[config.mk]
export PLATFORM = sky130hd
export DESIGN_NAME = lss_dist
export DESIGN_NICKNAME = d
export VERILOG_FILES = /design/src/hdl/lss_pkg.sv /design/src/hdl/lss_dist.sv
export SDC_FILE = /design/constraint.sdc
export NUM_CORES = 2
export LEC_CHECK = 0
export BUFFER_PORTS_ARGS = -buffer_cell sky130_fd_sc_hd__buf_2
export CAP_MARGIN = 10
export CELL_PAD_IN_SITES_DETAIL_PLACEMENT = 1
export CELL_PAD_IN_SITES_GLOBAL_PLACEMENT = 2
export CORE_AREA = 2 2 364 366
export CTS_CLUSTER_DIAMETER = 150
export CTS_CLUSTER_SIZE = 8
export DETAILED_ROUTE_END_ITERATION = 10
export DIE_AREA = 0 0 366 368
export PLACE_DENSITY = 0.81
export SLEW_MARGIN = 20
export SYNTH_ARGS = -nofsm -noshare
export SYNTH_HDL_FRONTEND = slang
export SYNTH_SLANG_ARGS = --single-unit
export TNS_END_PERCENT = 5
[constraint.sdc]
create_clock -name clock -period 8.8 [get_ports clock]
set_input_delay 0.44 -clock clock [delete_from_list [all_inputs] [get_ports clock]]
set_output_delay 0.44 -clock clock [all_outputs]
set_load 0.005 [all_outputs]
[src/hdl/lss_pkg.sv]
// Shared types and constants of the lookahead subgoal selector.
package lss_pkg;

   localparam int MAX_WAYPOINTS = 256;
   localparam int IDX_W = $clog2(MAX_WAYPOINTS);
   localparam int LEN_W = IDX_W + 1;

   localparam int COORD_W = 24;
   localparam int TOL_W = 23;
   localparam int DIFF_W = COORD_W + 1;
   localparam int SQ_W = 2 * DIFF_W;
   localparam int DIST_W = SQ_W + 1;
   localparam int PATH_WORD_W = 2 * COORD_W;

   localparam int CSR_INDEX_W = 2;
   localparam logic [CSR_INDEX_W-1:0] CSR_GOAL_TOL = 2'd0;
   localparam logic [CSR_INDEX_W-1:0] CSR_HORIZON = 2'd1;
   localparam logic [CSR_INDEX_W-1:0] CSR_SUBGOAL_TOL = 2'd2;

   localparam logic [TOL_W-1:0] GOAL_TOL_RESET = 23'd128;
   localparam logic [TOL_W-1:0] HORIZON_RESET = 23'd1280;
   localparam logic [TOL_W-1:0] SUBGOAL_TOL_RESET = 23'd128;

   localparam logic [2:0] CMD_APPEND = 3'd0;
   localparam logic [2:0] CMD_CLEAR = 3'd1;
   localparam logic [2:0] CMD_GOAL = 3'd2;
   localparam logic [2:0] CMD_ROBOT = 3'd3;
   localparam logic [2:0] CMD_QUERY = 3'd4;

   localparam logic [2:0] ST_FOUND = 3'd0;
   localparam logic [2:0] ST_GOAL_REACHED = 3'd1;
   localparam logic [2:0] ST_NONE = 3'd2;
   localparam logic [2:0] ST_NO_GOAL = 3'd3;
   localparam logic [2:0] ST_ACCEPTED = 3'd4;
   localparam logic [2:0] ST_PATH_FULL = 3'd5;

   typedef struct packed {
      logic [2:0] command;
      logic signed [COORD_W-1:0] pos_x;
      logic signed [COORD_W-1:0] pos_y;
   } req_word_type;

   typedef struct packed {
      logic [2:0] status;
      logic subgoal_reached;
      logic signed [COORD_W-1:0] subgoal_x;
      logic signed [COORD_W-1:0] subgoal_y;
   } rsp_word_type;

   typedef struct packed {
      logic valid;
      logic last;
      logic signed [COORD_W-1:0] a_x;
      logic signed [COORD_W-1:0] a_y;
      logic signed [COORD_W-1:0] b_x;
      logic signed [COORD_W-1:0] b_y;
   } dist_req_type;

   typedef struct packed {
      logic valid;
      logic last;
      logic busy;
      logic [DIST_W-1:0] d;
      logic signed [COORD_W-1:0] b_x;
      logic signed [COORD_W-1:0] b_y;
   } dist_rsp_type;

endpackage

[src/hdl/lss_dist.sv]
// Three-stage pipelined squared-distance unit carrying the second point along.
module lss_dist (
   input  logic                 clock,
   input  logic                 reset,
   input  lss_pkg::dist_req_type req,
   output lss_pkg::dist_rsp_type rsp
);
   import lss_pkg::*;

   logic s1_valid_ff, s2_valid_ff, s3_valid_ff;
   logic s1_last_ff, s2_last_ff, s3_last_ff;
   logic [DIFF_W-1:0] abs_x_ff, abs_y_ff;
   logic [SQ_W-1:0] sq_x_ff, sq_y_ff;
   logic [DIST_W-1:0] d_ff;
   logic signed [COORD_W-1:0] s1_bx_ff, s1_by_ff, s2_bx_ff, s2_by_ff, s3_bx_ff, s3_by_ff;

   logic signed [DIFF_W-1:0] dx_in, dy_in;
   logic [DIFF_W-1:0] abs_x_in, abs_y_in;

   always_comb begin
      dx_in = {req.a_x[COORD_W-1], req.a_x} - {req.b_x[COORD_W-1], req.b_x};
      dy_in = {req.a_y[COORD_W-1], req.a_y} - {req.b_y[COORD_W-1], req.b_y};
      abs_x_in = dx_in[DIFF_W-1] ? DIFF_W'(-dx_in) : DIFF_W'(dx_in);
      abs_y_in = dy_in[DIFF_W-1] ? DIFF_W'(-dy_in) : DIFF_W'(dy_in);
   end

   always_ff @(posedge clock) begin
      if (reset) begin
         s1_valid_ff <= 1'b0;
         s2_valid_ff <= 1'b0;
         s3_valid_ff <= 1'b0;
      end else begin
         s1_valid_ff <= req.valid;
         s2_valid_ff <= s1_valid_ff;
         s3_valid_ff <= s2_valid_ff;
      end
      s1_last_ff <= req.last;
      s2_last_ff <= s1_last_ff;
      s3_last_ff <= s2_last_ff;
      abs_x_ff <= abs_x_in;
      abs_y_ff <= abs_y_in;
      sq_x_ff <= abs_x_ff * abs_x_ff;
      sq_y_ff <= abs_y_ff * abs_y_ff;
      d_ff <= {1'b0, sq_x_ff} + {1'b0, sq_y_ff};
      s1_bx_ff <= req.b_x;
      s1_by_ff <= req.b_y;
      s2_bx_ff <= s1_bx_ff;
      s2_by_ff <= s1_by_ff;
      s3_bx_ff <= s2_bx_ff;
      s3_by_ff <= s2_by_ff;
   end

   always_comb begin
      rsp.valid = s3_valid_ff;
      rsp.last = s3_last_ff;
      rsp.busy = s1_valid_ff | s2_valid_ff | s3_valid_ff;
      rsp.d = d_ff;
      rsp.b_x = s3_bx_ff;
      rsp.b_y = s3_by_ff;
   end

endmodule

==> out/results.txt <==
syn avg cell area -> 9.384 um^2
Crit. End Element -> flop
main flop type after synthesis -> dfxtp_1
Yosys cell types -> 74
Hold Path Class -> in -> reg
flop2flop setup slack -> 620 ps
PortBufs -> 201
TritonCTS Sinks -> 349
largest net degree at the start of global routing -> 26
setup TNS -> 0 ps
Crit path largest cell delay -> 800 ps
Remaining DRCs -> 0
top post-synthesis cells by area -> fa_1 (39%), dfxtp_1 (15%), ha_1 (12%), inv_1 (11%), nand2_1 (3.3%)
CP Class -> reg -> reg
CP required -> 9400 ps
drt pass-1 iters -> 5
final WL -> 124600 um
number of fill cells -> 15.17k
core area -> 0.1308 mm^2
Initial Utilization -> 36.81%
worst r2r dst -> sq_x_ff[48]$_DFF_P_
Die Wd -> 366 um
Via Count -> 33.68k
clk_lat worst skew -> 670 ps
Post CTS Setup Buffer Count -> 0
cell mode on critical path -> fa_1
first-pass GRT wire length -> 205500 um
RR Startpoint -> abs_x_ff[6]$_DFF_P_
vias per cell -> 4.721
Yosys top cell area share -> 38.83%
crit path max fanout -> 14
post-layout minimum cycle time -> 8175 ps
Finished Core Util -> 40.71%
outcome -> completed
Total Die Area -> 0.1347 mm^2
number of enable flip-flop cells after synthesis -> 0
Iteration-0 DRC Markers -> 1250
CTS buffer count -> 50
Syn Inst Count -> 5131
TritonCTS clock tree -> built
Worst path slowest cell -> dfxtp_1
GP Congestion -> 0.8488
final setup fails -> 0
Crit. Startpoint -> abs_x_ff[6]$_DFF_P_
layout cell share with drive strength beyond 1 -> 6.584%
Worst Path Buf+Inv -> 6
Crit path max-delay family -> adder cells
H-tree depth -> 2
Final Skew -> 66.42 ps
gr usage total -> 19.10%
fin nets -> 6879
CTS clk-pin slew, worst paths -> 60 ps
hpwl dp -> 106000 um
register area share after synthesis -> 14.51%
Antenna Nets Post-Route -> 0
clock buffer depth -> 3
Slew Viols, Final -> 0
max-capacitance violation count -> 0
wire per inst -> 17.47 um
area growth from synthesis to layout -> 10.58%
final worst-path cycle share -> 92.90%
antenna violations before repair -> 7
Rows -> 133
Worst slew margin -> 27.03%
Stages on worst setup path -> 26
final hold viol count -> 0
grt ovf -> 0
io pins -> 202
maximum clock frequency -> 0.1223 GHz
cells on worst reg2reg path -> 26
Root Driver -> clkbuf_16
Yosys Warn Count -> 0
crit path DAT -> 8770 ps
Post-Syn Nets -> 6639
Worst Max-Slew Pin Slew -> 1093 ps
RSZ-0062 raised after global routing -> no
vias in the first global route -> 38.58k
Async S/R FF share, synth -> 0%
Mapped Area -> 0.04815 mm^2
Die Ht -> 368 um
Synth area leader -> fa_1
Critical Path End -> sq_x_ff[48]$_DFF_P_
Worst setup SP type -> flop
synthesized flop and latch total -> 349
==> synth_stat cells, types with 7 or more instances <==
| library cell | number |
|---|---|
| ha_1 | 474 |
| a21o_1 | 116 |
| a21oi_1 | 156 |
| nand4_1 | 28 |
| o211ai_1 | 10 |
| or3_1 | 7 |
| xnor2_1 | 147 |
| o21ai_0 | 87 |
| xor2_1 | 89 |
| and2_1 | 247 |
| a31oi_1 | 27 |
| o21bai_1 | 20 |
| fa_1 | 934 |
| and3_1 | 21 |
| nand2_1 | 427 |
| clkbuf_1 | 128 |
| o21ai_1 | 8 |
| o31ai_1 | 12 |
| nor2b_1 | 31 |
| o21a_1 | 29 |
| dfxtp_1 | 349 |
| inv_1 | 1421 |
| nand2b_1 | 25 |
| a211oi_1 | 14 |
| nor3_1 | 25 |
| nand3_1 | 39 |
| nor2_1 | 151 |
==> how the worst min path moves through the flow <==
stage	slack [ps]	to	depth (start not counted)	from
floorplan	310	s2_bx_ff[0]$_DFF_P_	0	s1_bx_ff[0]$_DFF_P_
global placement	310	s2_by_ff[12]$_DFF_P_	0	s1_by_ff[12]$_DFF_P_
detailed placement	310	s2_by_ff[21]$_DFF_P_	0	s1_by_ff[21]$_DFF_P_
CTS	200	abs_y_ff[0]$_DFF_P_	4	req[48]
global route	250	abs_y_ff[0]$_DFF_P_	4	req[48]
finish	230	abs_y_ff[0]$_DFF_P_	4	req[48]
==> registers in the layout (all words and copies together) (netlist names) <==
name and flops:
d_ff 51, sq_x_ff 49, sq_y_ff 49, abs_x_ff 25
abs_y_ff 25, s1_bx_ff 24, s1_by_ff 24, s2_bx_ff 24
s2_by_ff 24, s3_bx_ff 24, s3_by_ff 24, s1_last_ff 1
s1_valid_ff 1, s2_last_ff 1, s2_valid_ff 1, s3_last_ff 1
s3_valid_ff 1
==> metal layers <==
metal	vias to the layer above	wire length (um)	share of wire [%]	GRT usage (%)
met2	456	61430	49	33.23
met4	0	1914	1.5	3.482
met1	17317	56630	45	25.62
met5	-	0	0	0
li1	15789	-	-	-
met3	116	4631	3.7	2.383
==> per-stage QoR <==
stage,instances,hold WS (ps),setup WS [ps],area (um^2)
CTS,7132,204.9,600.0,53230
detailed placement,7023,313.5,638.4,51360
finish,7134,232.0,624.7,53240
floorplan,5131,309.6,1533,48150
global route,7132,250.6,67.65,53240
global placement,7023,310.0,801.2,51360
==> placed cells by master (no fill, tap or decap), types with 6 or more instances in the layout <==
cell type and n:
inv_1 1421, a21oi_1 156, a211o_1 6, a21boi_0 6, a211oi_1 14, dfxtp_1 348, a31oi_1 26, clkbuf_16 50
o21ai_1 8, and3_1 21, and2_1 247, nand4_1 28, buf_2 201, nor3_1 25, dlygate4sd3_1 51, o21bai_1 20
buf_4 69, nand3_1 39, o31a_1 6, fa_1 934, nor2_1 151, o21a_1 29, nand2_1 427, nand2b_1 25
or2_2 6, or3_1 7, a21o_1 116, ha_1 474, xnor2_1 147, o31ai_1 12, o211ai_1 10, nor2b_1 31
xor2_1 89, o21ai_0 87
==> final cells by class <==
cell class / instances / area [um^2] / share of cell area [%]
Multi-Input combinational cell: 3228 / 35320 / 66.34
Sequential cell: 349 / 6988 / 13.12
Inverter: 1421 / 5334 / 10.02
Tap cell: 1755 / 2196 / 4.124
Timing Repair Buffer: 321 / 2034 / 3.821
Clock buffer: 54 / 1276 / 2.397
Clock inverter: 4 / 88.84 / 0.1668
Antenna cell: 2 / 5.005 / 0.009400
==> logic make-up (layout without fill, tap and decap cells) <==
family | count (synthesis) | after routing | share of synthesized area (%)
buffers and inverters | 1554 | 1800 | 12.14
adders and majority gates | 1408 | 1408 | 51.15
and+or+nand+nor | 1035 | 1035 | 10.45
AOI/OAI and AO/OA | 544 | 544 | 7.344
DFF | 349 | 349 | 14.51
xor gates and xnor gates | 236 | 236 | 4.293
muxes | 5 | 5 | 0.1091
other | 0 | 2 | 0
==> worst register-to-register path: cells and delay by family (launching register included) <==
kind / cells / cell delay, ps
adder cells (fa/ha/maj): 8 / 3780
AO/OA/AOI/OAI: 8 / 2210
flip-flops: 1 / 800
buffers and inverters: 6 / 690
AND/OR/NAND/NOR: 3 / 480
XOR/XNOR: 1 / 180
==> repair_timing <==
item / in CTS / in global routing
hold buffers: 51 / 0
hold endpoints to repair: 52 / 0
setup endpoints to repair: 0 / 1
gates resized for setup: 0 / 1
Power is left out: the tool's default activity adds up to more than one toggle a clock period on the data nets, which glitch-free logic cannot reach.
