**config.mk**
```make
export PLATFORM = sky130hd
export DESIGN_NAME = lss_ram
export DESIGN_NICKNAME = d
export VERILOG_FILES = /design/src/hdl/lss_ram.sv
export SDC_FILE = /design/constraint.sdc
export NUM_CORES = 1
export LEC_CHECK = 0
export BUFFER_PORTS_ARGS = -buffer_cell sky130_fd_sc_hd__buf_4
export CELL_PAD_IN_SITES_DETAIL_PLACEMENT = 1
export CELL_PAD_IN_SITES_GLOBAL_PLACEMENT = 1
export CORE_MARGIN = 4
export CORE_UTILIZATION = 45
export DETAILED_ROUTE_END_ITERATION = 12
export PLACE_DENSITY_LB_ADDON = 0.1
export RECOVER_POWER = 100
export SYNTH_ARGS = -nofsm -noshare
export SYNTH_HDL_FRONTEND = slang
export SYNTH_SLANG_ARGS = --single-unit
```
**constraint.sdc**
```tcl
create_clock -name clock -period 4.9 [get_ports clock]
set_clock_uncertainty 0.1 [all_clocks]
set_input_delay 0.245 -clock clock [delete_from_list [all_inputs] [get_ports clock]]
set_output_delay 0.245 -clock clock [all_outputs]
set_load 0.005 [all_outputs]
```
**src/hdl/lss_ram.sv**
```systemverilog
// Generic single-port-write, single-port-read RAM with registered read data.
module lss_ram #(
   parameter int WIDTH = 8,
   parameter int DEPTH = 16
) (
   input  logic                     clock,
   input  logic                     wr_en,
   input  logic [$clog2(DEPTH)-1:0] wr_addr,
   input  logic [WIDTH-1:0]         wr_data,
   input  logic                     rd_en,
   input  logic [$clog2(DEPTH)-1:0] rd_addr,
   output logic [WIDTH-1:0]         rd_data
);

   logic [WIDTH-1:0] mem [DEPTH];

   always_ff @(posedge clock) begin
      if (wr_en) begin
         mem[wr_addr] <= wr_data;
      end
      if (rd_en) begin
         rd_data <= mem[rd_addr];
      end
   end

endmodule

```
==> results of run 1 <==
==> cell type report <==
| class | count | area share |
|---|---|---|
| Clock buffer | 17 | 0.0701 |
| Clock inverter | 15 | 0.0291 |
| Multi-Input combinational cell | 83 | 0.174 |
| Sequential cell | 136 | 0.673 |
| Tap cell | 143 | 0.0295 |
| Timing Repair Buffer | 27 | 0.0247 |
==> logic make-up (layout without fill, tap and decap cells) <==
kind of cell / count (synthesis) / in the layout / share of synthesized area
AOI/OAI and AO/OA: 16 / 16 / 0.0230
buffers and inverters: 10 / 59 / 0.0165
DFF: 136 / 136 / 0.781
muxes: 32 / 32 / 0.148
and+or+nand+nor: 35 / 35 / 0.0314
==> flip-flops by register name, summed over array words and instances (netlist names) <==
signal / count
mem: 128
rd_data: 8
==> cells in the final DEF (no fill, tap or decap), drive strengths merged <==
master	netlist	layout
edfxtp	136	136
clkbuf	0	37
mux4	32	32
a22oi	16	16
nor2	13	13
nand2	9	9
buf	7	7
clkinv	0	6
nor3	4	4
inv	0	3
bufinv	0	3
clkinvlp	0	3
nand3b	2	2
nand2b	2	2
nor2b	1	1
and2	1	1
and2b	1	1
nand3	1	1
or3b	1	1
==> routing by layer <==
layer / share of wire / vias to the layer above / global-route usage / wire length (um)
li1: - / 1054 / - / -
met4: 0.017 / 0 / 0.0673 / 183
met5: 0 / - / 0 / 0
met2: 0.46 / 53 / 0.257 / 4990
met3: 0.038 / 13 / 0.0360 / 408
met1: 0.48 / 1271 / 0.262 / 5210
==> power breakdown <==
group	switching, mW	leakage (nW)	internal (mW)
logic	0.0696	0.447	0.0464
registers	0.00626	1.24	1.31
clock network	0.482	0.290	0.801
==> worst paths after layout <==
path / endpoint / cells past startpoint
min reg2reg: rd_data[6] / 3
min: rd_data[6] / 1
max reg2reg: rd_data[6] / 3
max: mem[8][2] / 3
==> impl_metrics.tcl, run 1 <==
set metrics [dict create \
    status "finished, violations left" \
    violations "capacitance limit, slew limit" \
    setup_tns_ns 0 \
    die_w_um 116 \
    power.density_nw_per_um2 447 \
    cts_tree "done" \
    r2r_slack_ns 3.29 \
    ir_worst_vdd_mv 0.257 \
    overflow 0 \
    ios 27 \
    hp-start "rd_en" \
    crit_buf_inv 1 \
    nets 284 \
    track_usage 0.175 \
    firstDrtPassIters 4 \
    slew_headroom -0.214 \
    ys_seq_area_frac 0.781 \
    coreArea_um2 11400 \
    grt_pass1_wl_mm 16.1 \
    cts_buffers 17 \
    drcViolationCount 0 \
    netlist.area_leader.share 0.781 \
    htreeDepth 4 \
    wl_mm 10.8 \
    synth-edff-count 136 \
    worst_slew_pin_slew_ns 1.81 \
    drt_iter0_drc 177 \
    synthCells 229 \
    start_util 0.458 \
    ys_ff_latch 136 \
    crit_path_start "wr_addr[2]" \
    finalPower_mw 2.72 \
    crit_type "input port to flop" \
    synth_warnings 0 \
    cts-root-buf "clkbuf_16" \
    final_cells 421 \
    cpLargestDelayFamily "simple AND/OR/NAND/NOR gates" \
    cp.required_ns 4.80 \
    setup_ws_ns 2.79 \
    slowest_delay_ns 1.40 \
    min_path_type "input port to flop" \
    n_antenna_cell 0 \
    power.leakage_nw 1.97 \
    area_growth_pct 16.2 \
    hold_viol 0 \
    end_kind "flop" \
    finish.utilization 0.532 \
    io_buffers 26 \
    post-route-min-period_ns 2.11 \
    post_cts_buffers 0 \
    setup_viol 0 \
    cts_buffer_depth 2 \
    fin_crit_sh 0.431 \
    path_cells "clkbuf_1, nand3b_1, nor3_1" \
    worstPathMaxFanout 8 \
    ys_types 18 \
    fillers 1007 \
    antenna_found_initial 0 \
    grt_max_degree 33 \
    globalplace.congestion 0.699 \
    crit_arrival_ns 2.01 \
    avgSynthCellArea_um2 22.8 \
    synthTopCellsByCount "edfxtp_1, mux4_2, a22oi_1" \
    critPathLaunchType "input port" \
    fmaxAchievable_mhz 474 \
    ant_nets 0 \
    multi_input_area_um2 1060 \
    clkSinkCount 136 \
    register_area_um2 4080 \
    maxCapViolCount 2 \
    reg2reg_from "mem[7][6]" \
    post_drt_wl_per_cell_um 25.6 \
    crit_slowest_cell "nor3_1" \
    postCtsHoldBufs 0 \
    die_height_um 116 \
    place_inst 389 \
    vias 2391 \
    drive_gt1_frac 0.230 \
    yosysTopAreaCell "edfxtp_1" \
    synth_nets 248 \
    grt_pass1_vias 2519 \
    hold_slack_ns 0.194 \
    ys.flop_type "edfxtp_1" \
    cts_resized 0 \
    drv_slew 18 \
    die_area_um2 13400 \
    place_area_um2 5530 \
    clk_latency_ns 0.41 \
    netlist_top_cells_area "edfxtp_1, mux4_2, mux4_1" \
    synth_most_common_cell "edfxtp_1" \
    rsz0062_at_grt "false" \
    async_flop_share 0 \
    pre_cts_slack_ns 2.65 \
    clk_pin_slew_worst_paths_ns 0.06 \
    hpwl_mm 6.54 \
    avgViaCountPerCell 5.68 \
    std_cell_rows 39 \
    syn_area_um2 5230 \
    fin_area_um2 6070 \
]
No activity file was read; power rests on OpenSTA's default activity.
==> run 2: changes to the inputs <==
--- a/config.mk
+++ b/config.mk
@@ -5,11 +5,12 @@
 export SDC_FILE = /design/constraint.sdc
 export NUM_CORES = 1
 export LEC_CHECK = 0
+export ABC_AREA = 1
 export BUFFER_PORTS_ARGS = -buffer_cell sky130_fd_sc_hd__buf_4
 export CELL_PAD_IN_SITES_DETAIL_PLACEMENT = 1
 export CELL_PAD_IN_SITES_GLOBAL_PLACEMENT = 1
 export CORE_MARGIN = 4
-export CORE_UTILIZATION = 45
+export CORE_UTILIZATION = 44
 export DETAILED_ROUTE_END_ITERATION = 12
 export PLACE_DENSITY_LB_ADDON = 0.1
 export RECOVER_POWER = 100
==> constraint.sdc (replaced) <==
create_clock -name clock -period 1.8 [get_ports clock]
set_clock_uncertainty 0.1 [all_clocks]
set_input_delay 0.09 -clock clock [delete_from_list [all_inputs] [get_ports clock]]
set_output_delay 0.09 -clock clock [all_outputs]
set_load 0.005 [all_outputs]
==> run 2 against run 1 <==
The run now ends clean. Via count increased by 65%. Final cell count up 87%. Synthesized cell count is 140% higher. First-iteration DRC count rose by 48%. Routed wire length is 42% higher. Register-to-register slack worse by 2.8 ns. Flip-flop and latch count unchanged. Core utilization increased by 0.33 points. Sequential share of layout area down 7.7 points. Worst hold slack worse by 0.099 ns. Power rose to 2.8 times the previous value. Clock power rose to 2.8 times the previous value. Critical path type unchanged. Critical endpoint is now mem[12][6].
==> impl_metrics.tcl, run 2 <==
set metrics [dict create \
    final_common_cell "nand2_1" \
    ys.flop_type "edfxtp_1" \
    cts_resized 0 \
    largest_reg_flops 128 \
    final_cell_mix "nand2_1, edfxtp_1, inv_1" \
    rsz0062_at_grt "false" \
    setup_tns_ns 0 \
    drt_iter0_drc 262 \
    slowest_delay_ns 0.77 \
    hold_viol 0 \
    reg2reg_from "mem[15][5]" \
    synth_warnings 0 \
    die_w_um 123 \
    ff2ff_path_depth 6 \
    synth-edff-count 136 \
    reg_top3 "mem (128), rd_data (8)" \
    track_usage 0.219 \
    hpwl_mm 9.54 \
    firstDrtPassIters 4 \
    post_drt_wl_per_cell_um 19.5 \
    cts_tree "done" \
    n_antenna_cell 0 \
    setup_ws_ns 0.382 \
    drv_slew 0 \
    critPathLaunchType "input port" \
    wl_met2_mm 7.66 \
    ios 27 \
    wl_met3_um 715 \
    post_cts_buffers 0 \
    cts-root-buf "clkbuf_16" \
    min_path_type "input port to flop" \
    std_cell_rows 41 \
    cp.required_ns 1.77 \
    crit_type "input port to flop" \
    syn_area_um2 5850 \
    grt_pass1_wl_mm 23.5 \
    antenna_found_initial 0 \
    io_buffers 26 \
    power.leakage_nw 2.89 \
    hold_end "rd_data[1]" \
    hp-start "rd_addr[2]" \
    vias 3956 \
    post-route-min-period_ns 1.42 \
    regMostFlops "mem" \
    async_flop_share 0 \
    nets 621 \
    netlist.area_leader.share 0.698 \
    reg2reg_to "rd_data[5]" \
    hold_slack_ns 0.0951 \
    crit_buf_inv 2 \
    ys_seq_area_frac 0.698 \
    worst_slew_pin_slew_ns 1.04 \
    cts_buffer_depth 2 \
    finalPower_mw 7.59 \
    cts_buffers 17 \
    synthCells 551 \
    finish.utilization 0.535 \
    clk_pin_slew_worst_paths_ns 0.06 \
    clk_latency_ns 0.42 \
    synthTopCellsByCount "nand2_1, edfxtp_1, inv_1" \
    area_growth_pct 17.4 \
    pre_cts_slack_ns 0.220 \
    synth_nets 570 \
    clkSinkCount 136 \
    path_cells "dlygate4sd3_1, clkbuf_1" \
    worstPathMaxFanout 16 \
    die_height_um 123 \
    htreeDepth 4 \
    synth_most_common_cell "nand2_1" \
    globalplace.congestion 0.803 \
    status "finished, final reports clean" \
    fmaxAchievable_mhz 705 \
    wl_mm 15.4 \
    setup_viol 0 \
    overflow 0 \
    start_util 0.456 \
    crit_arrival_ns 1.39 \
    yosysTopAreaCell "edfxtp_1" \
    crit_slowest_cell "clkbuf_1" \
    ys_types 11 \
    whs_path_depth 4 \
    drcViolationCount 0 \
    ys_ff_latch 136 \
    avgSynthCellArea_um2 10.6 \
    grt_pass1_vias 4136 \
    wirelength_met1_mm 6.71 \
    die_area_um2 15200 \
    cpLargestDelayFamily "buffers and inverters" \
    maxCapViolCount 0 \
    netlist_top_cells_area "edfxtp_1, nand2_1, nand3_1" \
    coreArea_um2 12800 \
    slew_headroom 0.305 \
    grt_max_degree 65 \
    fin_crit_sh 0.788 \
    avgViaCountPerCell 5.03 \
    end_kind "flop" \
    ant_nets 0 \
    drive_gt1_frac 0.0732 \
    r2r_slack_ns 0.45 \
    ir_worst_vdd_mv 0.721 \
    power.density_nw_per_um2 1110 \
    top_layer_used "met4" \
]
run 2: cell types whose count changed after synthesis, sizes merged, moves of 4 or more:
cell	before	now
buf	7	24
a22oi	16	0
nand2	9	173
nand3	1	97
mux4	32	0
nor3	4	0
inv	0	102
nor2	13	17
run 2: layer usage:
metal | track usage | up-vias
met3 | 0.0389 | 19
met4 | 0.0941 | 0
met5 | 0 | -
li1 | - | 1879
met2 | 0.354 | 90
met1 | 0.293 | 1968
run 2: power by group:
group	switching (mW)	internal (mW)	total, mW
sequential	0.0230	3.57	3.60
combinational	0.324	0.142	0.466
clock	1.24	2.29	3.53
total	1.59	6.00	7.59
run 2: area by class of cell:
class                      instances  area (um2)
fill                            1405        5960
sequential                       136        4080
multi-input combinational        289        1210
clock buffer                      20         437
inverter                         102         383
timing repair buffer              56         374
tap                              172         215
clock inverter                    12         156
run 2: kinds of logic after synthesis:
group / count (synthesis) / share of synthesized area
DFF: 136 / 0.698
and+or+nand+nor: 289 / 0.208
buffers and inverters: 126 / 0.0939
run 2: worst max-delay path by stage:
stage	startpoint	endpoint	slack, ns	cells past startpoint
floorplan	wr_addr[2]	mem[10][0]	0.66	2
CTS	mem[15][5]	rd_data[5]	0.45	6
finish	wr_data[6]	mem[12][6]	0.38	2
detailed placement	rd_addr[2]	rd_data[4]	0.22	5
global placement	rd_addr[2]	rd_data[0]	0.24	5
global route	wr_data[6]	mem[12][6]	0.34	2
run 2: tightest hold or removal path: cells and delay by family:
family | cells | cell delay, ns
simple gates | 3 | 0.23
buf+inv | 1 | 0.19
run 2: through the flow:
stage          area [um2]  cells
2_1_floorplan        5850    551
3_3_place_gp         6280    745
3_5_place_dp         6280    745
4_1_cts              6970    787
5_1_grt              6860    787
6_report             6860    787
run 2: repair_timing:
item / CTS / global route
hold buffers: 10 / 0
setup endpoints to repair: 0 / 0
hold endpoints to repair: 139 / 0
